[src/rtl/tgw_pkg.sv]
// Shared types, constants and the 5x7 font table of the text console glyph writer.
// Used by every module of the block; depends on nothing else.
package tgw_pkg;

	// Display geometry.
	localparam int PAGES          = 8;
	localparam int WIDTH          = 128;
	localparam int CELLS_PER_LINE = 16;
	localparam int PAGE_W         = $clog2(PAGES);
	localparam int CELL_W         = $clog2(CELLS_PER_LINE);

	// Job queue between the front and the back part.
	localparam int JOBQ_DEPTH = 4;
	localparam int JOBQ_AW    = $clog2(JOBQ_DEPTH);

	// Cursor blink defaults and tick counter limit.
	localparam logic [15:0] BLINK_RESET = 16'd500;
	localparam logic [15:0] TICK_MAX    = 16'hFFFF;

	// Character codes.
	localparam logic [7:0] CHAR_NL    = 8'h0A;
	localparam logic [7:0] CHAR_FIRST = 8'h20;
	localparam logic [7:0] CHAR_LAST  = 8'h7E;

	// Controller command codes and data patterns.
	localparam logic [7:0] CMD_PAGE   = 8'hB0;
	localparam logic [7:0] CMD_COL_HI = 8'h10;
	localparam logic [7:0] BYTE_BLOCK = 8'hFF;
	localparam logic [7:0] BYTE_BLANK = 8'h00;

	// Input operation codes.
	typedef enum logic [1:0] {
		OP_CHAR    = 2'd0,
		OP_TICK    = 2'd1,
		OP_ENABLE  = 2'd2,
		OP_DISABLE = 2'd3
	} op_t;

	// One input word.
	typedef struct packed {
		op_t        op;
		logic [7:0] char_code;
	} item_t;

	// One result word.
	typedef struct packed {
		logic       is_data;
		logic [7:0] out_byte;
		logic [7:0] repeat_count;
		logic       last;
	} result_t;

	// Kinds of drawing job.
	typedef enum logic {
		JOB_CELL  = 1'b0,
		JOB_CLEAR = 1'b1
	} job_kind_t;

	// One drawing job as classified by the front part.
	typedef struct packed {
		job_kind_t          kind;
		logic [PAGE_W-1:0]  page;
		logic [CELL_W-1:0]  cell_no;
		logic               block;
		logic [6:0]         glyph;
	} job_t;

	// Queue status seen by the front part.
	typedef struct packed {
		logic full;
		logic empty;
	} jobq_status_t;

	// Five column bytes of a glyph, first column in the top byte.
	function automatic logic [39:0] glyph_row(input logic [6:0] idx);
		logic [39:0] r;
		case (idx)
			7'd0:  r = 40'h0000000000;
			7'd1:  r = 40'h00005F0000;
			7'd2:  r = 40'h0007000700;
			7'd3:  r = 40'h147F147F14;
			7'd4:  r = 40'h242A7F2A12;
			7'd5:  r = 40'h2313086462;
			7'd6:  r = 40'h3649552250;
			7'd7:  r = 40'h0005030000;
			7'd8:  r = 40'h001C224100;
			7'd9:  r = 40'h0041221C00;
			7'd10: r = 40'h14083E0814;
			7'd11: r = 40'h08083E0808;
			7'd12: r = 40'h0050300000;
			7'd13: r = 40'h0808080808;
			7'd14: r = 40'h0060600000;
			7'd15: r = 40'h2010080402;
			7'd16: r = 40'h3E5149453E;
			7'd17: r = 40'h00427F4000;
			7'd18: r = 40'h4261514946;
			7'd19: r = 40'h2141454B31;
			7'd20: r = 40'h1814127F10;
			7'd21: r = 40'h2745454539;
			7'd22: r = 40'h3C4A494930;
			7'd23: r = 40'h0171090503;
			7'd24: r = 40'h3649494936;
			7'd25: r = 40'h064949291E;
			7'd26: r = 40'h0036360000;
			7'd27: r = 40'h0056360000;
			7'd28: r = 40'h0814224100;
			7'd29: r = 40'h1414141414;
			7'd30: r = 40'h0041221408;
			7'd31: r = 40'h0201510906;
			7'd32: r = 40'h324979413E;
			7'd33: r = 40'h7E1111117E;
			7'd34: r = 40'h7F49494936;
			7'd35: r = 40'h3E41414122;
			7'd36: r = 40'h7F4141221C;
			7'd37: r = 40'h7F49494941;
			7'd38: r = 40'h7F09090901;
			7'd39: r = 40'h3E4149497A;
			7'd40: r = 40'h7F0808087F;
			7'd41: r = 40'h00417F4100;
			7'd42: r = 40'h2040413F01;
			7'd43: r = 40'h7F08142241;
			7'd44: r = 40'h7F40404040;
			7'd45: r = 40'h7F020C027F;
			7'd46: r = 40'h7F0408107F;
			7'd47: r = 40'h3E4141413E;
			7'd48: r = 40'h7F09090906;
			7'd49: r = 40'h3E4151215E;
			7'd50: r = 40'h7F09192946;
			7'd51: r = 40'h4649494931;
			7'd52: r = 40'h01017F0101;
			7'd53: r = 40'h3F4040403F;
			7'd54: r = 40'h1F2040201F;
			7'd55: r = 40'h3F4038403F;
			7'd56: r = 40'h6314081463;
			7'd57: r = 40'h0708700807;
			7'd58: r = 40'h6151494543;
			7'd59: r = 40'h007F414100;
			7'd60: r = 40'h0204081020;
			7'd61: r = 40'h0041417F00;
			7'd62: r = 40'h0402010204;
			7'd63: r = 40'h4040404040;
			7'd64: r = 40'h0001020400;
			7'd65: r = 40'h2054545478;
			7'd66: r = 40'h7F48444438;
			7'd67: r = 40'h3844444420;
			7'd68: r = 40'h384444487F;
			7'd69: r = 40'h3854545418;
			7'd70: r = 40'h087E090102;
			7'd71: r = 40'h0C5252523E;
			7'd72: r = 40'h7F08040478;
			7'd73: r = 40'h00447D4000;
			7'd74: r = 40'h2040443D00;
			7'd75: r = 40'h7F10284400;
			7'd76: r = 40'h00417F4000;
			7'd77: r = 40'h7C04180478;
			7'd78: r = 40'h7C08040478;
			7'd79: r = 40'h3844444438;
			7'd80: r = 40'h7C14141408;
			7'd81: r = 40'h081414187C;
			7'd82: r = 40'h7C08040408;
			7'd83: r = 40'h4854545420;
			7'd84: r = 40'h043F444020;
			7'd85: r = 40'h3C4040207C;
			7'd86: r = 40'h1C2040201C;
			7'd87: r = 40'h3C4030403C;
			7'd88: r = 40'h4428102844;
			7'd89: r = 40'h0C5050503C;
			7'd90: r = 40'h4464544C44;
			7'd91: r = 40'h0008364100;
			7'd92: r = 40'h00007F0000;
			7'd93: r = 40'h0041360800;
			7'd94: r = 40'h0804081008;
			default: r = 40'h0000000000;
		endcase
		return r;
	endfunction

endpackage

[src/rtl/tgw_jobq.sv]
// Short job queue between the front and the back part.
// Register based, first in first out. Depends on tgw_pkg.
module tgw_jobq
	import tgw_pkg::*;
(
	input  logic         clk,
	input  logic         arst_n,
	input  logic         push,
	input  job_t         push_word,
	input  logic         pop,
	output job_t         head_word,
	output jobq_status_t status
);

	job_t               slot_q [JOBQ_DEPTH];
	logic [JOBQ_AW-1:0] wptr_q;
	logic [JOBQ_AW-1:0] rptr_q;
	logic [JOBQ_AW:0]   count_q;
	logic               do_push;
	logic               do_pop;

	assign status.full  = (count_q == (JOBQ_AW + 1)'(JOBQ_DEPTH));
	assign status.empty = (count_q == '0);
	assign do_push      = push && !status.full;
	assign do_pop       = pop && !status.empty;
	assign head_word    = slot_q[rptr_q];

	// Entry storage.
	always_ff @(posedge clk) begin
		if (do_push) begin
			slot_q[wptr_q] <= push_word;
		end
	end

	// Pointers and fill count.
	always_ff @(posedge clk or negedge arst_n) begin
		if (!arst_n) begin
			wptr_q  <= '0;
			rptr_q  <= '0;
			count_q <= '0;
		end else begin
			if (do_push) begin
				wptr_q <= (wptr_q == JOBQ_AW'(JOBQ_DEPTH - 1)) ? '0 : wptr_q + 1'b1;
			end
			if (do_pop) begin
				rptr_q <= (rptr_q == JOBQ_AW'(JOBQ_DEPTH - 1)) ? '0 : rptr_q + 1'b1;
			end
			if (do_push && !do_pop) begin
				count_q <= count_q + 1'b1;
			end else if (do_pop && !do_push) begin
				count_q <= count_q - 1'b1;
			end
		end
	end

endmodule

[config.mk]
export PLATFORM = sky130hd
export DESIGN_NAME = tgw_jobq
export DESIGN_NICKNAME = d
export VERILOG_FILES = /design/src/rtl/tgw_pkg.sv /design/src/rtl/tgw_jobq.sv
export SDC_FILE = /design/constraint.sdc
export NUM_CORES = 1
export LEC_CHECK = 0
export BUFFER_PORTS_ARGS = -buffer_cell sky130_fd_sc_hd__buf_2
export CAP_MARGIN = 10
export CORE_UTILIZATION = 55
export CTS_BUF_LIST = sky130_fd_sc_hd__clkbuf_2 sky130_fd_sc_hd__clkbuf_4 sky130_fd_sc_hd__clkbuf_8
export DETAILED_ROUTE_END_ITERATION = 10
export PLACE_DENSITY = 0.77
export SYNTH_ARGS = -nofsm -noshare
export SYNTH_HDL_FRONTEND = slang
export SYNTH_SLANG_ARGS = --single-unit
[constraint.sdc]
create_clock -name clk -period 4 [get_ports clk]
set_clock_uncertainty 0.2 [all_clocks]
set_input_delay 0.4 -clock clk [delete_from_list [all_inputs] [get_ports clk]]
set_output_delay 0.4 -clock clk [all_outputs]
set_load 0.005 [all_outputs]
# Word-level counts from Yosys, hierarchy flattened
# Memory sizes are Yosys's and may differ from the RTL's.
# Index checks and enable logic that the tools add are counted.
# Widths: inputs -> output; s select.
[op_classes]
addsub = 4
n_eq_ne = 3
n_mux = 6
n_reduce_logical = 10
[ops]
columns = ["cell", "n"]
rows = [
  ["$mux 3", 2],
  ["$add 2x1->2 const B", 2],
  ["$eq 2x2->1 const B", 2],
  ["$logic_and 1x1->1", 4],
  ["$logic_not 1->1", 4],
  ["$mux 2", 2],
  ["$add 3x1->3 const B", 1],
  ["$eq 3x3->1 const B", 1],
  ["$logic_not 3->1", 1],
  ["$sub 3x1->3 const B", 1],
  ["$mux 1", 2],
  ["$reduce_bool 2->1", 1],
]
[totals]
reg_bits = 7
ram_bits = 64
inputBits = 20
out_inout_bits = 18
wordCells = 27
n_memories = 1
[mem_list]
columns = ["memory", "words", "width", "read_ports", "rd_clocked_by_memory_dff", "write_ports", "line_no", "source"]
rows = [
  ["slot_q", 4, 16, 1, 0, 1, "tgw_jobq.sv:15", "job_t slot_q [JOBQ_DEPTH];"],
]

# Depth between registers and ports, before layout
[logic_depth]
depth_word = 7
ltp_mapped = 8
ltp_nobuf = 8

# Worst setup path after synthesis
# OpenSTA, ideal clock, no wires.
[synth_timing]
kind = "flip-flop to flip-flop"
startpoint = "register count_q[0]"
endpoint = "register count_q[2]"
setup_time_ps = 79
t_arrival_ps = 1842
required_time_ps = 3721
path_slack_ps = 1879
path_stages_with_launch = 8
path_buffers = 0
synth_period_minus_slack_ps = 2121
cell_sequence = "dfrtp_1 o31ai_2 ha_1 inv_1 fa_1 xor2_1 nor2_1 xor2_1"
[synth_via]
elab_chain_len = 6
elab_cells_between_ends = 15
classes_between = "add/sub (2); eq/ne (1); mux (2); reduce/logical (10)"
[synth_rtl]
columns = ["item", "line_no", "source"]
rows = [
  ["start: declaration", "tgw_jobq.sv:18", "logic [JOBQ_AW:0] count_q;"],
  ["start signal: assignment", "tgw_jobq.sv:49", "count_q <= count_q + 1'b1;"],
  ["start signal: assignment", "tgw_jobq.sv:51", "count_q <= count_q - 1'b1;"],
  ["branches (longest 6 deep; another with $sub 3x1->3)", "-", ""],
]
# Parallel ways; which one is timed is not known. The select of a mux whose other input is x is not followed.
# A chain may end at the register's enable or synchronous reset.

==> flow_summary.json <==
{
  "status": "finished, final reports clean",
  "arrival_ps": 2150,
  "setup_viol": 0,
  "pwr_density_cell_nw_per_um2": 698,
  "grt_max_degree": 20,
  "cap_violations": 0,
  "finalSetupTns_ps": 0,
  "synth.distinct_cells": 21,
  "drive_gt1_share_pct": 44.2,
  "p_leak_uw": 0.00117,
  "ir_drop_mv": 0.453,
  "ant_nets": 0,
  "first_pass_iters": 4,
  "drt_iter0_markers": 122,
  "cp-start-kind": "flop",
  "worstSetupEndpointType": "primary output",
  "cts_sinks": 71,
  "period_share_pct": 68.8,
  "dp_slack_ps": 1530,
  "min_path_cells": 1,
  "slew_violations": 0,
  "die_w_um": 73.0,
  "post_cts_buffers": 0,
  "n_antenna_cell": 0,
  "seq_area_frac_synth_pct": 75.7,
  "worst-r2r-setup-slack_ps": 1710,
  "num-fill-cells": 331,
  "syn_to_final_growth_pct": 15.6,
  "hold_viol_final": 0,
  "r2r_cells": 7,
  "syn_area_per_cell_um2": 22.9,
  "htree_levels": 3,
  "num_rows": 25,
  "yosysWarnings": 0,
  "cts_buffers": 9,
  "nNetsFinal": 194,
  "max_freq_mhz": 364,
  "dieArea_um2": 5330,
  "r2r_start": "count_q[0]$_DFFE_PN0P_",
  "finalWirelength_um": 4170,
  "wl_per_cell_um": 17.5,
  "syn_inst": 121,
  "post_cts_resize_count": 0,
  "via_per_inst": 5.28,
  "hold_path.class": "input pin to flop",
  "hp-start": "push_word[6]",
  "io_buffers": 37,
  "cts_buffer_depth": 2,
  "core_um2": 4790,
  "overflow": 0,
  "yosys-top-cells-area": "edfxtp_1 (69%), mux4_2 (13%), dfrtp_1 (6.3%)",
  "grt_pass1_wl_um": 6620,
  "cp_max_fo": 19,
  "worst_pin_slew_ps": 1060,
  "cts_tree": "done",
  "yosysTopAreaCellShare_pct": 69.3,
  "vias": 1261,
  "maxSlewHeadroom_pct": 29.1,
  "clk_pin_slew_ps": 70,
  "globalplace.congestion": 0.631,
  "path_class": "flop to primary output",
  "dp_cells": 222,
  "io_pins": 38,
  "insertion_delay_ps": 330,
  "setup.worst_path.start": "rptr_q[0]$_DFFE_PN0P_",
  "antenna_found_initial": 0,
  "layout_setup_ws_ps": 1250,
  "grt_pass1_vias": 1354,
  "timing.critical_path.required_ps": 3400,
  "dp_hpwl_um": 2770,
  "die_y_um": 73.0,
  "stdcell_count": 239,
  "grt_usage_pct": 18.0,
  "rsz0062_at_grt": "false",
  "synth.net_count": 148,
  "drc": 0,
  "yosysTopAreaCell": "edfxtp_1",
  "initial_utilization_pct": 57.9,
  "period_needed_ps": 2750,
  "syn_area_um2": 2770,
  "root_buffer": "clkbuf_8",
  "ys_seq_elements": 71
}
[placed cells by master (no fill, tap or decap), types with 2 or more instances in the layout]
master	instances
clkinv_2	4
nor2_1	3
mux2_4	2
buf_2	37
inv_1	3
and2_1	3
ha_1	6
edfxtp_1	64
clkbuf_8	11
mux4_2	16
xor2_1	2
nor3_1	2
dfrtp_1	7
[layout make-up]
type | count | area (um2) | area share (%)
Sequential cell | 71 | 2100 | 65.4
Multi-Input combinational cell | 43 | 631 | 19.7
Timing Repair Buffer | 39 | 203 | 6.33
Clock buffer | 12 | 159 | 4.96
Tap cell | 67 | 83.8 | 2.62
Clock inverter | 4 | 20.0 | 0.625
Inverter | 3 | 11.3 | 0.351
[timing repair]
item / CTS / global route
endpoints found under the setup margin: 0 / 0
endpoints found under the hold margin: 7 / 0
hold buffers: 1 / 0
[power by group]
group | leakage [uW] | internal (uW) | total [uW] | switching (uW)
logic | 0.000403 | 349 | 587 | 237
clock network | 0.0000993 | 261 | 500 | 239
registers | 0.000669 | 991 | 1150 | 157
[worst max-delay path, cell delays in order (launching register included)]
cell and delay [ps]:
dfrtp_1 1050, mux4_2 630, buf_2 140
[through the flow]
stage               util (%)  cell area, um2  hold slack, ps  total power (uW)
floorplan                  -            2770           -95.6              1550
global placement        63.0            3020            38.0              1720
detailed placement      63.0            3020            41.7              1770
CTS                     67.0            3200            70.9              2270
global route            67.0            3200            69.7              2360
finish                  67.0            3200            81.6              2240
[cells in the mapped netlist (all sizes together)]
cell	count
nor2b	1
ha	6
o31ai	1
nor3	2
nor3b	1
mux2	4
inv	3
a21o	1
and2	3
xnor2	1
dfrtp	7
nand2	1
xor2	2
edfxtp	64
buf	4
nor2	3
fa	1
mux4	16
[per-layer routing]
metal | vias to the layer above | part of all wire, % | track usage, %
met3 | 8 | 4.5 | 6.35
li1 | 580 | - | -
met4 | 0 | 1.6 | 6.54
met2 | 37 | 54 | 30.8
met1 | 636 | 40 | 21.0
met5 | - | 0 | 0
[kinds of logic (layout without fill, tap and decap cells)]
family | after synthesis | in the layout | share of synthesized area, %
simple gates | 11 | 11 | 2.75
mux | 20 | 20 | 14.9
buf+inv | 7 | 58 | 1.58
xor+xnor | 3 | 3 | 0.948
flops | 71 | 71 | 75.7
compound gates | 2 | 2 | 0.722
fa+ha+maj | 7 | 7 | 3.43
[sequential cells by signal, summed over array words and instances (netlist names)]
| signal | cells |
|---|---|
| wptr_q | 2 |
| count_q | 3 |
| rptr_q | 2 |
| slot_q | 64 |
[path summary, 6_finish.rpt]
path | endpoint
max | head_word[1]
min | slot_q[2][6]$_DFFE_PP_
max reg2reg | count_q[2]$_DFFE_PN0P_
min reg2reg | count_q[2]$_DFFE_PN0P_
max in group asynchronous | rptr_q[1]$_DFFE_PN0P_
min in group asynchronous | wptr_q[1]$_DFFE_PN0P_
No activity file was read; power rests on OpenSTA's default activity.
