## src/rtl/tgw_pkg.sv

```systemverilog
// Shared types, constants and the 5x7 font table of the text console glyph writer.
// Used by every module of the block; depends on nothing else.
package tgw_pkg;

	// Display geometry.
	localparam int PAGES          = 8;
	localparam int WIDTH          = 128;
	localparam int CELLS_PER_LINE = 16;
	localparam int PAGE_W         = $clog2(PAGES);
	localparam int CELL_W         = $clog2(CELLS_PER_LINE);

	// Job queue between the front and the back part.
	localparam int JOBQ_DEPTH = 4;
	localparam int JOBQ_AW    = $clog2(JOBQ_DEPTH);

	// Cursor blink defaults and tick counter limit.
	localparam logic [15:0] BLINK_RESET = 16'd500;
	localparam logic [15:0] TICK_MAX    = 16'hFFFF;

	// Character codes.
	localparam logic [7:0] CHAR_NL    = 8'h0A;
	localparam logic [7:0] CHAR_FIRST = 8'h20;
	localparam logic [7:0] CHAR_LAST  = 8'h7E;

	// Controller command codes and data patterns.
	localparam logic [7:0] CMD_PAGE   = 8'hB0;
	localparam logic [7:0] CMD_COL_HI = 8'h10;
	localparam logic [7:0] BYTE_BLOCK = 8'hFF;
	localparam logic [7:0] BYTE_BLANK = 8'h00;

	// Input operation codes.
	typedef enum logic [1:0] {
		OP_CHAR    = 2'd0,
		OP_TICK    = 2'd1,
		OP_ENABLE  = 2'd2,
		OP_DISABLE = 2'd3
	} op_t;

	// One input word.
	typedef struct packed {
		op_t        op;
		logic [7:0] char_code;
	} item_t;

	// One result word.
	typedef struct packed {
		logic       is_data;
		logic [7:0] out_byte;
		logic [7:0] repeat_count;
		logic       last;
	} result_t;

	// Kinds of drawing job.
	typedef enum logic {
		JOB_CELL  = 1'b0,
		JOB_CLEAR = 1'b1
	} job_kind_t;

	// One drawing job as classified by the front part.
	typedef struct packed {
		job_kind_t          kind;
		logic [PAGE_W-1:0]  page;
		logic [CELL_W-1:0]  cell_no;
		logic               block;
		logic [6:0]         glyph;
	} job_t;

	// Queue status seen by the front part.
	typedef struct packed {
		logic full;
		logic empty;
	} jobq_status_t;

	// Five column bytes of a glyph, first column in the top byte.
	function automatic logic [39:0] glyph_row(input logic [6:0] idx);
		logic [39:0] r;
		case (idx)
			7'd0:  r = 40'h0000000000;
			7'd1:  r = 40'h00005F0000;
			7'd2:  r = 40'h0007000700;
			7'd3:  r = 40'h147F147F14;
			7'd4:  r = 40'h242A7F2A12;
			7'd5:  r = 40'h2313086462;
			7'd6:  r = 40'h3649552250;
			7'd7:  r = 40'h0005030000;
			7'd8:  r = 40'h001C224100;
			7'd9:  r = 40'h0041221C00;
			7'd10: r = 40'h14083E0814;
			7'd11: r = 40'h08083E0808;
			7'd12: r = 40'h0050300000;
			7'd13: r = 40'h0808080808;
			7'd14: r = 40'h0060600000;
			7'd15: r = 40'h2010080402;
			7'd16: r = 40'h3E5149453E;
			7'd17: r = 40'h00427F4000;
			7'd18: r = 40'h4261514946;
			7'd19: r = 40'h2141454B31;
			7'd20: r = 40'h1814127F10;
			7'd21: r = 40'h2745454539;
			7'd22: r = 40'h3C4A494930;
			7'd23: r = 40'h0171090503;
			7'd24: r = 40'h3649494936;
			7'd25: r = 40'h064949291E;
			7'd26: r = 40'h0036360000;
			7'd27: r = 40'h0056360000;
			7'd28: r = 40'h0814224100;
			7'd29: r = 40'h1414141414;
			7'd30: r = 40'h0041221408;
			7'd31: r = 40'h0201510906;
			7'd32: r = 40'h324979413E;
			7'd33: r = 40'h7E1111117E;
			7'd34: r = 40'h7F49494936;
			7'd35: r = 40'h3E41414122;
			7'd36: r = 40'h7F4141221C;
			7'd37: r = 40'h7F49494941;
			7'd38: r = 40'h7F09090901;
			7'd39: r = 40'h3E4149497A;
			7'd40: r = 40'h7F0808087F;
			7'd41: r = 40'h00417F4100;
			7'd42: r = 40'h2040413F01;
			7'd43: r = 40'h7F08142241;
			7'd44: r = 40'h7F40404040;
			7'd45: r = 40'h7F020C027F;
			7'd46: r = 40'h7F0408107F;
			7'd47: r = 40'h3E4141413E;
			7'd48: r = 40'h7F09090906;
			7'd49: r = 40'h3E4151215E;
			7'd50: r = 40'h7F09192946;
			7'd51: r = 40'h4649494931;
			7'd52: r = 40'h01017F0101;
			7'd53: r = 40'h3F4040403F;
			7'd54: r = 40'h1F2040201F;
			7'd55: r = 40'h3F4038403F;
			7'd56: r = 40'h6314081463;
			7'd57: r = 40'h0708700807;
			7'd58: r = 40'h6151494543;
			7'd59: r = 40'h007F414100;
			7'd60: r = 40'h0204081020;
			7'd61: r = 40'h0041417F00;
			7'd62: r = 40'h0402010204;
			7'd63: r = 40'h4040404040;
			7'd64: r = 40'h0001020400;
			7'd65: r = 40'h2054545478;
			7'd66: r = 40'h7F48444438;
			7'd67: r = 40'h3844444420;
			7'd68: r = 40'h384444487F;
			7'd69: r = 40'h3854545418;
			7'd70: r = 40'h087E090102;
			7'd71: r = 40'h0C5252523E;
			7'd72: r = 40'h7F08040478;
			7'd73: r = 40'h00447D4000;
			7'd74: r = 40'h2040443D00;
			7'd75: r = 40'h7F10284400;
			7'd76: r = 40'h00417F4000;
			7'd77: r = 40'h7C04180478;
			7'd78: r = 40'h7C08040478;
			7'd79: r = 40'h3844444438;
			7'd80: r = 40'h7C14141408;
			7'd81: r = 40'h081414187C;
			7'd82: r = 40'h7C08040408;
			7'd83: r = 40'h4854545420;
			7'd84: r = 40'h043F444020;
			7'd85: r = 40'h3C4040207C;
			7'd86: r = 40'h1C2040201C;
			7'd87: r = 40'h3C4030403C;
			7'd88: r = 40'h4428102844;
			7'd89: r = 40'h0C5050503C;
			7'd90: r = 40'h4464544C44;
			7'd91: r = 40'h0008364100;
			7'd92: r = 40'h00007F0000;
			7'd93: r = 40'h0041360800;
			7'd94: r = 40'h0804081008;
			default: r = 40'h0000000000;
		endcase
		return r;
	endfunction

endpackage

```

## src/rtl/tgw_front.sv

```systemverilog
// Front part: takes input words, keeps text and cursor state, and turns each word
// into at most one drawing job for the queue. Depends on tgw_pkg.
module tgw_front
	import tgw_pkg::*;
(
	input  logic         clk,
	input  logic         arst_n,
	input  logic         item_valid,
	output logic         item_stall,
	input  item_t        item_word,
	input  logic         cfg_we,
	input  logic [15:0]  cfg_wdata,
	input  jobq_status_t jobq_status,
	output logic         job_push,
	output job_t         job_word
);

	logic [15:0]       blink_period_q;
	logic [PAGE_W-1:0] text_page_q, text_page_d;
	logic [CELL_W-1:0] text_cell_q, text_cell_d;
	logic              cursor_on_q, cursor_on_d;
	logic              cursor_shown_q, cursor_shown_d;
	logic [PAGE_W-1:0] curs_page_q, curs_page_d;
	logic [CELL_W-1:0] cursor_cell_q, cursor_cell_d;
	logic [15:0]       tick_count_q, tick_count_d;
	logic [15:0]       tick_inc;
	logic [PAGE_W-1:0] page_next;
	logic [6:0]        glyph_idx;
	logic              accept;
	logic              want_push;

	// A word waits only while the job queue has no room.
	assign item_stall = jobq_status.full;
	assign accept     = item_valid && !item_stall;
	assign job_push   = accept && want_push;

	// Next text page with wrap, and the font index of a printable character.
	assign page_next = (text_page_q == PAGE_W'(PAGES - 1)) ? '0 : text_page_q + 1'b1;
	assign glyph_idx = (item_word.char_code >= CHAR_FIRST && item_word.char_code <= CHAR_LAST)
		? 7'(item_word.char_code - CHAR_FIRST) : 7'd0;
	assign tick_inc  = (tick_count_q == TICK_MAX) ? tick_count_q : tick_count_q + 16'd1;

	// Classify the word and compute the state it leaves.
	always_comb begin
		text_page_d      = text_page_q;
		text_cell_d      = text_cell_q;
		cursor_on_d      = cursor_on_q;
		cursor_shown_d   = cursor_shown_q;
		curs_page_d      = curs_page_q;
		cursor_cell_d    = cursor_cell_q;
		tick_count_d     = tick_count_q;
		want_push        = 1'b0;
		job_word.kind    = JOB_CELL;
		job_word.page    = text_page_q;
		job_word.cell_no = text_cell_q;
		job_word.block   = 1'b0;
		job_word.glyph   = 7'd0;
		unique case (item_word.op)
			OP_CHAR: begin
				if (item_word.char_code == CHAR_NL) begin
					text_page_d      = page_next;
					text_cell_d      = '0;
					want_push        = 1'b1;
					job_word.kind    = JOB_CLEAR;
					job_word.page    = page_next;
					job_word.cell_no = '0;
				end else begin
					want_push      = 1'b1;
					job_word.glyph = glyph_idx;
					if (text_cell_q == CELL_W'(CELLS_PER_LINE - 1)) begin
						text_cell_d = '0;
						text_page_d = page_next;
					end else begin
						text_cell_d = text_cell_q + 1'b1;
					end
				end
			end
			OP_TICK: begin
				if (cursor_on_q) begin
					curs_page_d   = text_page_q;
					cursor_cell_d = text_cell_q;
					tick_count_d  = tick_inc;
					if (tick_inc >= blink_period_q) begin
						tick_count_d   = '0;
						cursor_shown_d = !cursor_shown_q;
						want_push      = 1'b1;
						job_word.block = !cursor_shown_q;
					end
				end
			end
			OP_ENABLE: begin
				cursor_on_d    = 1'b1;
				curs_page_d    = text_page_q;
				cursor_cell_d  = text_cell_q;
				cursor_shown_d = 1'b0;
				tick_count_d   = TICK_MAX;
			end
			OP_DISABLE: begin
				if (cursor_on_q && cursor_shown_q) begin
					want_push        = 1'b1;
					job_word.page    = curs_page_q;
					job_word.cell_no = cursor_cell_q;
				end
				cursor_on_d    = 1'b0;
				cursor_shown_d = 1'b0;
			end
			default: ;
		endcase
	end

	// Blink period on cfg_we; other state registers update on each accepted word.
	always_ff @(posedge clk or negedge arst_n) begin
		if (!arst_n) begin
			blink_period_q <= BLINK_RESET;
			text_page_q    <= '0;
			text_cell_q    <= '0;
			cursor_on_q    <= 1'b0;
			cursor_shown_q <= 1'b0;
			curs_page_q    <= '0;
			cursor_cell_q  <= '0;
			tick_count_q   <= '0;
		end else begin
			if (cfg_we) begin
				blink_period_q <= cfg_wdata;
			end
			if (accept) begin
				text_page_q    <= text_page_d;
				text_cell_q    <= text_cell_d;
				cursor_on_q    <= cursor_on_d;
				cursor_shown_q <= cursor_shown_d;
				curs_page_q    <= curs_page_d;
				cursor_cell_q  <= cursor_cell_d;
				tick_count_q   <= tick_count_d;
			end
		end
	end

endmodule

```

## config.mk

```make
export PLATFORM = sky130hd
export DESIGN_NAME = tgw_front
export DESIGN_NICKNAME = d
export VERILOG_FILES = /design/src/rtl/tgw_pkg.sv /design/src/rtl/tgw_front.sv
export SDC_FILE = /design/constraint.sdc
export NUM_CORES = 1
export LEC_CHECK = 0
export BUFFER_PORTS_ARGS = -buffer_cell sky130_fd_sc_hd__buf_2
export CAP_MARGIN = 20
export CELL_PAD_IN_SITES_DETAIL_PLACEMENT = 0
export CELL_PAD_IN_SITES_GLOBAL_PLACEMENT = 1
export CORE_MARGIN = 5
export CORE_UTILIZATION = 40
export DETAILED_ROUTE_END_ITERATION = 6
export PLACE_DENSITY_LB_ADDON = 0.2
export RECOVER_POWER = 25
export SETUP_SLACK_MARGIN = 0.02
export SLEW_MARGIN = 10
export SYNTH_ARGS = -nofsm -noshare
export SYNTH_HDL_FRONTEND = slang
export SYNTH_SLANG_ARGS = --single-unit
```

## constraint.sdc

```tcl
create_clock -name clk -period 4.8 [get_ports clk]
set_input_delay 0.24 -clock clk [delete_from_list [all_inputs] [get_ports clk]]
set_output_delay 0.24 -clock clk [all_outputs]
set_load 0.05 [all_outputs]
```

; ---- After elaboration in Yosys (flattened, before gate mapping)
; Cells that the tools add are included.
[word_totals]
word_cells = 72
memories = 0
ramBits = 0
register_bits = 48
latch_bits = 0
romBits = 0
in_bits = 32
output_inout_bits = 18
[op_classes]
multipliers = 0
addsub = 4
div_mod_pow = 0
shifts = 0
magnitude_cmp = 3
n_eq_ne = 9
mux = 31
bitwise_logic = 0
n_reduce_logical = 17
[op_table]
columns = operator, n
row1 = 2-to-1 mux 16 bit, 3
row2 = one-hot mux 16 bit (2 select lines), 1
row3 = 2-to-1 mux 7 bit, 4
row4 = adder 16 x 1 -> 16 bit (second input constant), 1
row5 = equality test 16 bit (second input constant), 1
row6 = greater-or-equal comparator 16 bit, 1
row7 = one-hot mux 7 bit (2 select lines), 1
row8 = 2-to-1 mux 3 bit, 4
row9 = 2-to-1 mux 4 bit, 3
row10 = 2-to-1 mux 1 bit, 9
row11 = equality test 8 x 4 -> 1 bit (second input constant), 1
row12 = greater-or-equal comparator 8 x 6 -> 1 bit (second input constant), 1
row13 = less-or-equal comparator 8 x 7 -> 1 bit (second input constant), 1
row14 = 2-to-1 mux 8 bit, 1
row15 = one-hot mux 4 bit (2 select lines), 1
row16 = nonzero test 2 bit, 4
row17 = subtractor 7 x 6 -> 7 bit (second input constant), 1
row18 = one-hot mux 3 bit (2 select lines), 1
row19 = AND reduction 3 bit, 2
row20 = adder 4 x 1 -> 4 bit (second input constant), 1
row21 = equality test 2 bit (second input constant), 2
row22 = equality test 4 bit (second input constant), 1
row23 = logical AND 1 bit, 4
row24 = != test 2 bit (second input constant), 2
row25 = 10 further kinds, 13

; ---- Longest topological paths before layout
; Gate-level depths: netlist (run 1).
[logic_depth]
ltp_word = 7
depth_mapped = 15
mapped_depth_nobuf = 13

; ---- Worst setup path after synthesis (run 1)
; OpenSTA, ideal clock, no wires.
[synth_path]
path_kind = flip-flop to output port
startpoint = register tick_count_q[0]
endpoint = output port job_push
stages_incl_launch_ff = 13
t_arrival_ns = 3.652
n_path_buf = 0
t_required_ns = 4.560
path_slack_ns = 0.908
cell_sequence = dfrtp_1 -> ha_1 -> and3_1 -> nand4_2 -> nor4_1 -> mux2_2 -> ha_1 -> nand4_1 -> nor3_1 -> o311ai_1 -> nand3_1 -> nand3_1 -> a31oi_1
[synth_via]
elab_chain_len = 7
word_cells_on_any_way = 8
cone_classes = 1 x add/sub / 1 x order compare / 1 x eq/ne / 4 x mux / 1 x reduce/logical
[synth_lines]
columns = item, line_no
row1 = from (decl), tgw_front.sv:25  ; logic [15:0] tick_count_q, tick_count_d;
row2 = from (signal assigned), tgw_front.sv:133  ; tick_count_q <= tick_count_d;
row3 = adder 16 x 1 -> 16 bit / equality test 16 bit (equally long branches), tgw_front.sv:41  ; assign tick_inc = (tick_count_q == TICK_MAX) ? tick_count_q : tick_count_q + 16'd1;
row4 = 2-to-1 mux 16 bit (*), tgw_front.sv:41
row5 = greater-or-equal comparator 16 bit (*), tgw_front.sv:83  ; if (tick_inc >= blink_period_q) begin
row6 = 2-to-1 mux 1 bit (*), tgw_front.sv:83
row7 = 2-to-1 mux 1 bit (*), tgw_front.sv:79  ; if (cursor_on_q) begin
row8 = one-hot mux 1 bit (3 select lines) (*), tgw_front.sv:58  ; unique case (item_word.op)
row9 = logical AND 1 bit (*), tgw_front.sv:35  ; assign job_push = accept && want_push;
row10 = to (decl), tgw_front.sv:14  ; output logic job_push,
; Mark *: on every way between the ends. The rest lies on a longest branch, timed or not.

; ---- Final worst setup path (run 1)
; Same ends and word-level chain as after synthesis.

==> reports/qor.txt, run 1 <==
H-tree depth = 2
Hold WC Path Type = in -> reg
# Post-CTS Setup Buffers = 0
Post-Syn Nets = 406
Synth area leaders = dfrtp_1, ha_1, mux2_2
Clk buf depth = 2
CP startpoint kind = flop
Clock skew = 0.00394 ns
CTS tree = done
Fin. Hold Viols = 0
Cell area after synthesis = 3130 µm²
Cells after Synth = 348
CP peak stage delay = 0.46 ns
Clk sink count = 48
Worst rel slew slack = -76.3%
Resize count post-CTS = 0
Primary FF master, synth = dfrtp_1
Nets = 453
Worst Tran Pin Value = 2.64 ns
Final period util = 88.2%
GR Overflow Total = 0
Synthesized flop and latch total = 48
Status = finished with violations
Pwr Density = 430 nW/µm²
Drt wl/cell = 13.3 µm
Initial Util = 40.7%
Post-DP HPWL = 4.99 mm
Cell family with most CP delay = simple AND/OR/NAND/NOR gates
Worst skew pair latency = 0.30 ns
RSZ-0062 raised after global routing = false
Area grow syn2layout = 14.2%
Final Critical Period = 4.23 ns
Core footprint = 7690 µm²
Max Cap Viol = 1
DRC viols = 0
Yosys top cell area share = 33.6%
First-pass iteration count of the detailed router = 4
Leakage = 0.00172 µW
Gr usage total = 13.8%
Worst vdd ir = 0.195 mV
CP endpoint kind = primary output
Warning count from the yosys run = 0
Num rows = 32
First-pass GRT wire length = 11.2 mm
CTS Hold Bufs = 0
Largest net degree at the start of global routing = 49
Placer congestion estimate = 0.766
1st-iter DRT viols = 61
Unique masters post-synth = 49
Antenna Violating Nets Remaining = 0
Antenna Cells = 0
Post-route setup slack = 0.565 ns
Final slew viol count = 49
Endpoints failing setup = 0
Power, Total = 1530 µW
Async SR Flop Fraction = 100%
Root buffer cell = clkbuf_8
Avg Vias per Cell = 5.05
Fraction of layout cells with a size suffix above 1 = 23.0%
Crit path cell chain = ha_1 -> and3_1 -> nand4_2 -> nor4_1 -> mux2_2 -> ha_1 -> nand4_1 -> nor3_1 -> o311ai_1 -> nand3_1 -> nand3_1 -> a31oi_1 -> buf_2
Die Ht = 98.4 µm
DIE WIDTH = 98.4 µm
Syn avg cell area = 8.98 µm²
CTS buffer count = 5
Pre-CTS setup slack = 0.867 ns
Die ar. = 9680 µm²
Final setup TNS = 0 ns
Sequential-to-total area share from yosys stat = 38.7%
Slowest cell on crit path = dfrtp_1
Vias in the first global route = 2428
Vias = 2517
Antenna violations before repair = 0
Critical Path RT = 4.56 ns
CP Data Arrival Time = 3.99 ns
Max Freq = 0.236 GHz
Critical path type = reg -> out
Clock transition at path regs = 0.09 ns
Worst-path maximum fanout = 8
# IOs = 50
IO buf count = 48
Cell taking the most area after synthesis = dfrtp_1
Number of synthesized flops with an enable pin = 0
Failing checks = capacitance limit, slew limit
Buf/Inv on CP = 1
DRT Wirelength = 6.61 mm
-- stage by stage --
| step | instance area [µm²] | hold slack [ns] | instances | utilization [%] |
|---|---|---|---|---|
| 6_report | 3570 | 0.138 | 498 | 46.4 |
| 5_1_grt | 3570 | 0.141 | 498 | 46.4 |
| 4_1_cts | 3570 | 0.0606 | 498 | 46.5 |
| 3_5_place_dp | 3460 | 0.394 | 490 | 45.0 |
| 3_3_place_gp | 3460 | 0.389 | 489 | 45.0 |
| 2_1_floorplan | 3130 | -0.0556 | 348 | - |
-- Yosys cell counts, types with 2 or more instances --
library cell,number
nor2b_1,7
dfstp_2,6
o21ai_0,24
nand2b_1,2
inv_1,25
a31oi_1,5
a22oi_1,3
o21ai_1,2
buf_2,2
a21oi_1,23
nor3_1,6
nor2_1,23
and2_1,6
mux2_2,16
nor4_1,2
o22a_1,5
nand2_1,47
a21o_1,4
o21a_1,11
xor2_1,5
clkbuf_1,7
nor4_2,2
and3_1,2
xnor2_1,6
nand4_1,3
nand3_1,12
ha_1,26
dfrtp_1,42
a22o_1,4
-- final timing paths --
kind                                    from            endpoint  slack, ns  cells after the start
max                          tick_count_q[0]            job_push       0.57                     13
min                            cfg_wdata[14]  blink_period_q[14]       0.14                      3
max reg2reg                  tick_count_q[0]      cursor_shown_q       0.96                     12
min reg2reg                blink_period_q[7]   blink_period_q[7]       0.51                      2
max in group asynchronous             arst_n     tick_count_q[0]       2.45                      2
min in group asynchronous             arst_n   blink_period_q[9]       0.86                      2
-- cell families (layout without fill, tap and decap cells) --
logic type	Yosys count	count (layout)	share of synthesized area (%)
adder cells (fa/ha/maj)	26	26	10.4
buffers and inverters	37	85	4.88
AND/OR/NAND/NOR	122	122	19.3
multiplexers	17	17	6.24
AO/OA/AOI/OAI	87	87	17.4
XOR/XNOR	11	11	3.08
flip-flops	48	48	38.7
-- worst min-delay path: cells and delay by family --
family          cells  cell delay (ns)
buf+inv             1             0.07
compound gates      1             0.06
simple gates        1             0.04
-- registers in the layout (all words and copies together) (netlist names) --
register        cells
blink_period_q     16
tick_count_q       16
cursor_cell_q       4
text_cell_q         4
curs_page_q         3
text_page_q         3
cursor_on_q         1
cursor_shown_q      1
-- layer usage --
layer  track usage (%)  routed length (µm)  up-vias
li1                  -                   -     1306
met4              2.84                  32        0
met5                 0                   0        -
met3              3.21                 305        2
met2              22.9                3010       55
met1              18.4                3270     1154
-- power breakdown --
group	internal, µW	switching (µW)	total, µW
logic	272	371	643
clock network	154	144	299
registers	492	100	592
total	918	616	1530
-- cell type report --
type	instances	area [µm²]
fillers	790	4120
clock buffers	5	68.8
multi-input cells	263	1760
repair buffers	52	264
flip-flops and latches	48	1210
well taps	102	128
clock inverters	3	42.5
inverters	25	93.8
-- cell usage in the layout (no fill, tap or decap), types with 7 or more instances in the layout --
| cell | instances |
|---|---|
| buf_2 | 49 |
| nand2_1 | 47 |
| dfrtp_1 | 42 |
| ha_1 | 26 |
| inv_1 | 25 |
| o21ai_0 | 24 |
| nor2_1 | 23 |
| a21oi_1 | 23 |
| mux2_2 | 16 |
| nand3_1 | 12 |
| o21a_1 | 11 |
| nor2b_1 | 7 |
Power figures use the tool's default switching activity.
==> inputs of run 2 (changes only) <==
- CELL_PAD_IN_SITES_DETAIL_PLACEMENT: 0 -> 2
- CELL_PAD_IN_SITES_GLOBAL_PLACEMENT: 1 -> 2
- CORE_UTILIZATION: 40 -> 35
- SLEW_MARGIN: 10 -> 5
==> reports/qor.txt, run 2 (same netlist as run 1, synthesis figures left out) <==
Crit path from = tick_count_q[0]
Switching power = 653 µW
DRT Wirelength = 8.33 mm
DRC viols = 0
R2r endpoint = tick_count_q[2]
Fraction of layout cells with a size suffix above 1 = 23.0%
Most frequent cells in the layout = buf_2, nand2_1, dfrtp_1, ha_1, inv_1
Failing checks = capacitance limit, slew limit
Worst skew pair latency = 0.31 ns
CTS tree = done
Worst vdd ir = 0.166 mV
Stages on worst setup path = 13
Largest net degree at the start of global routing = 49
IO buf count = 48
Antenna Violating Nets Remaining = 0
Clk buf depth = 2
Vias = 2679
Internal power = 886 µW
Num rows = 34
Post-DP HPWL = 6.44 mm
Cell family with most CP delay = simple AND/OR/NAND/NOR gates
CTS buffer count = 5
First-pass GRT wire length = 14.8 mm
Worst r2r src = tick_count_q[0]
Core footprint = 8720 µm²
Worst hold slack = 0.136 ns
Clock transition at path regs = 0.10 ns
Largest regs = blink_period_q (16), tick_count_q (16)
Antenna Cells = 0
Die ar. = 10900 µm²
Crit path cell chain = ha_1 -> and3_1 -> nand4_2 -> nor4_1 -> mux2_2 -> ha_1 -> nand4_1 -> nor3_1 -> o311ai_1 -> nand3_1 -> nand3_1 -> a31oi_1 -> buf_2
Worst setup path endpoint = job_push
FF-to-FF setup slack = 0.84 ns
Endpoints failing setup = 0
Worst-path maximum fanout = 8
Nets = 453
Max Freq = 0.228 GHz
Root buffer cell = clkbuf_8
Worst Tran Pin Value = 2.68 ns
DIE WIDTH = 105 µm
Vias in the first global route = 3008
Clock skew = 0.0117 ns
Placer congestion estimate = 0.762
Fin. Hold Viols = 0
Combinational Power Share = 44.0%
Flop pwr share = 38.9%
Leakage = 0.00171 µW
Clk sink count = 48
Hold WC Path Type = in -> reg
Initial Util = 35.8%
Worst rel slew slack = -78.9%
Final slew viol count = 49
CP startpoint kind = flop
Max Cap Viol = 1
1st-iter DRT viols = 54
CTS Hold Bufs = 0
Final setup TNS = 0 ns
Power share of the clock group = 17.1%
Sw Ratio = 42.4%
Pwr Density = 432 nW/µm²
Critical Path RT = 4.56 ns
Resize count post-CTS = 0
Most common cell after layout, fill and taps aside = buf_2
CP endpoint kind = primary output
Area grow syn2layout = 14.1%
Status = finished with violations
Gr usage total = 16.0%
H-tree depth = 2
GR Overflow Total = 0
Reg2reg path depth = 12
Slowest cell on crit path = dfrtp_1
Final period util = 91.3%
# Post-CTS Setup Buffers = 0
Final Critical Period = 4.38 ns
Antenna violations before repair = 0
Buf/Inv on CP = 1
CP peak stage delay = 0.47 ns
Critical path type = reg -> out
CP Data Arrival Time = 4.14 ns
Drt wl/cell = 16.5 µm
Avg Vias per Cell = 5.32
First-pass iteration count of the detailed router = 4
RSZ-0062 raised after global routing = false
# IOs = 50
Die Ht = 105 µm
==> run 2: cell count changes in the layout (fill, tap and decap cells not counted) <==
cell        delta
buf_2          -1
buf_4          +1
bufinv_16      -1
clkbuf_8       +1
clkinv_2       -1
clkinvlp_4     +1
==> run 2: metrics by stage <==
stage                     utilization (%)  setup slack [ns]  instance area (µm²)  power [µW]  cells
after floorplan                         -             0.908                 3130        1080    348
after global placement               39.8             0.794                 3470        1240    496
after detailed placement             39.8             0.740                 3470        1290    496
after CTS                            40.9             0.358                 3570        1570    504
after global routing                 40.9            0.0454                 3570        1690    504
final                                40.9             0.418                 3570        1540    504
==> run 2: worst min path at each step <==
stage | cells past startpoint | to | from
2_1_floorplan | 0 | blink_period_q[0] | arst_n
3_3_place_gp | 2 | blink_period_q[10] | arst_n
3_5_place_dp | 2 | blink_period_q[11] | arst_n
4_1_cts | 2 | blink_period_q[11] | arst_n
5_1_grt | 3 | blink_period_q[2] | cfg_wdata[2]
6_report | 3 | blink_period_q[6] | cfg_wdata[6]
==> run 2: cell type report <==
class,count,area (µm²)
multi-input combinational,263,1760
clock inverter,2,15.0
inverter,25,93.8
sequential,48,1210
clock buffer,6,82.6
timing repair buffer,52,267
fill,989,5150
tap,108,135
==> run 2: tightest hold or removal path: stages <==
cell	delay, ns
buf_2	0.07
nand2_1	0.04
o21ai_0	0.06
==> run 2: per-layer routing <==
layer  share of wire (%)  routed length (µm)  vias to the layer above  track usage (%)
met5                   0                   0                        -                0
met4                0.96                  80                        0             3.61
met2                  51                4250                       42             28.6
li1                    -                   -                     1308                -
met3                 2.9                 245                        7             3.04
met1                  45                3750                     1322             20.0
==> run 2: power by group through the flow <==
stage	combinational [µW]	clock, µW	sequential, µW
2_1_floorplan	510	0	570
3_3_place_gp	645	0	599
3_5_place_dp	685	0	607
4_1_cts	695	278	600
5_1_grt	779	296	617
6_report	677	263	599
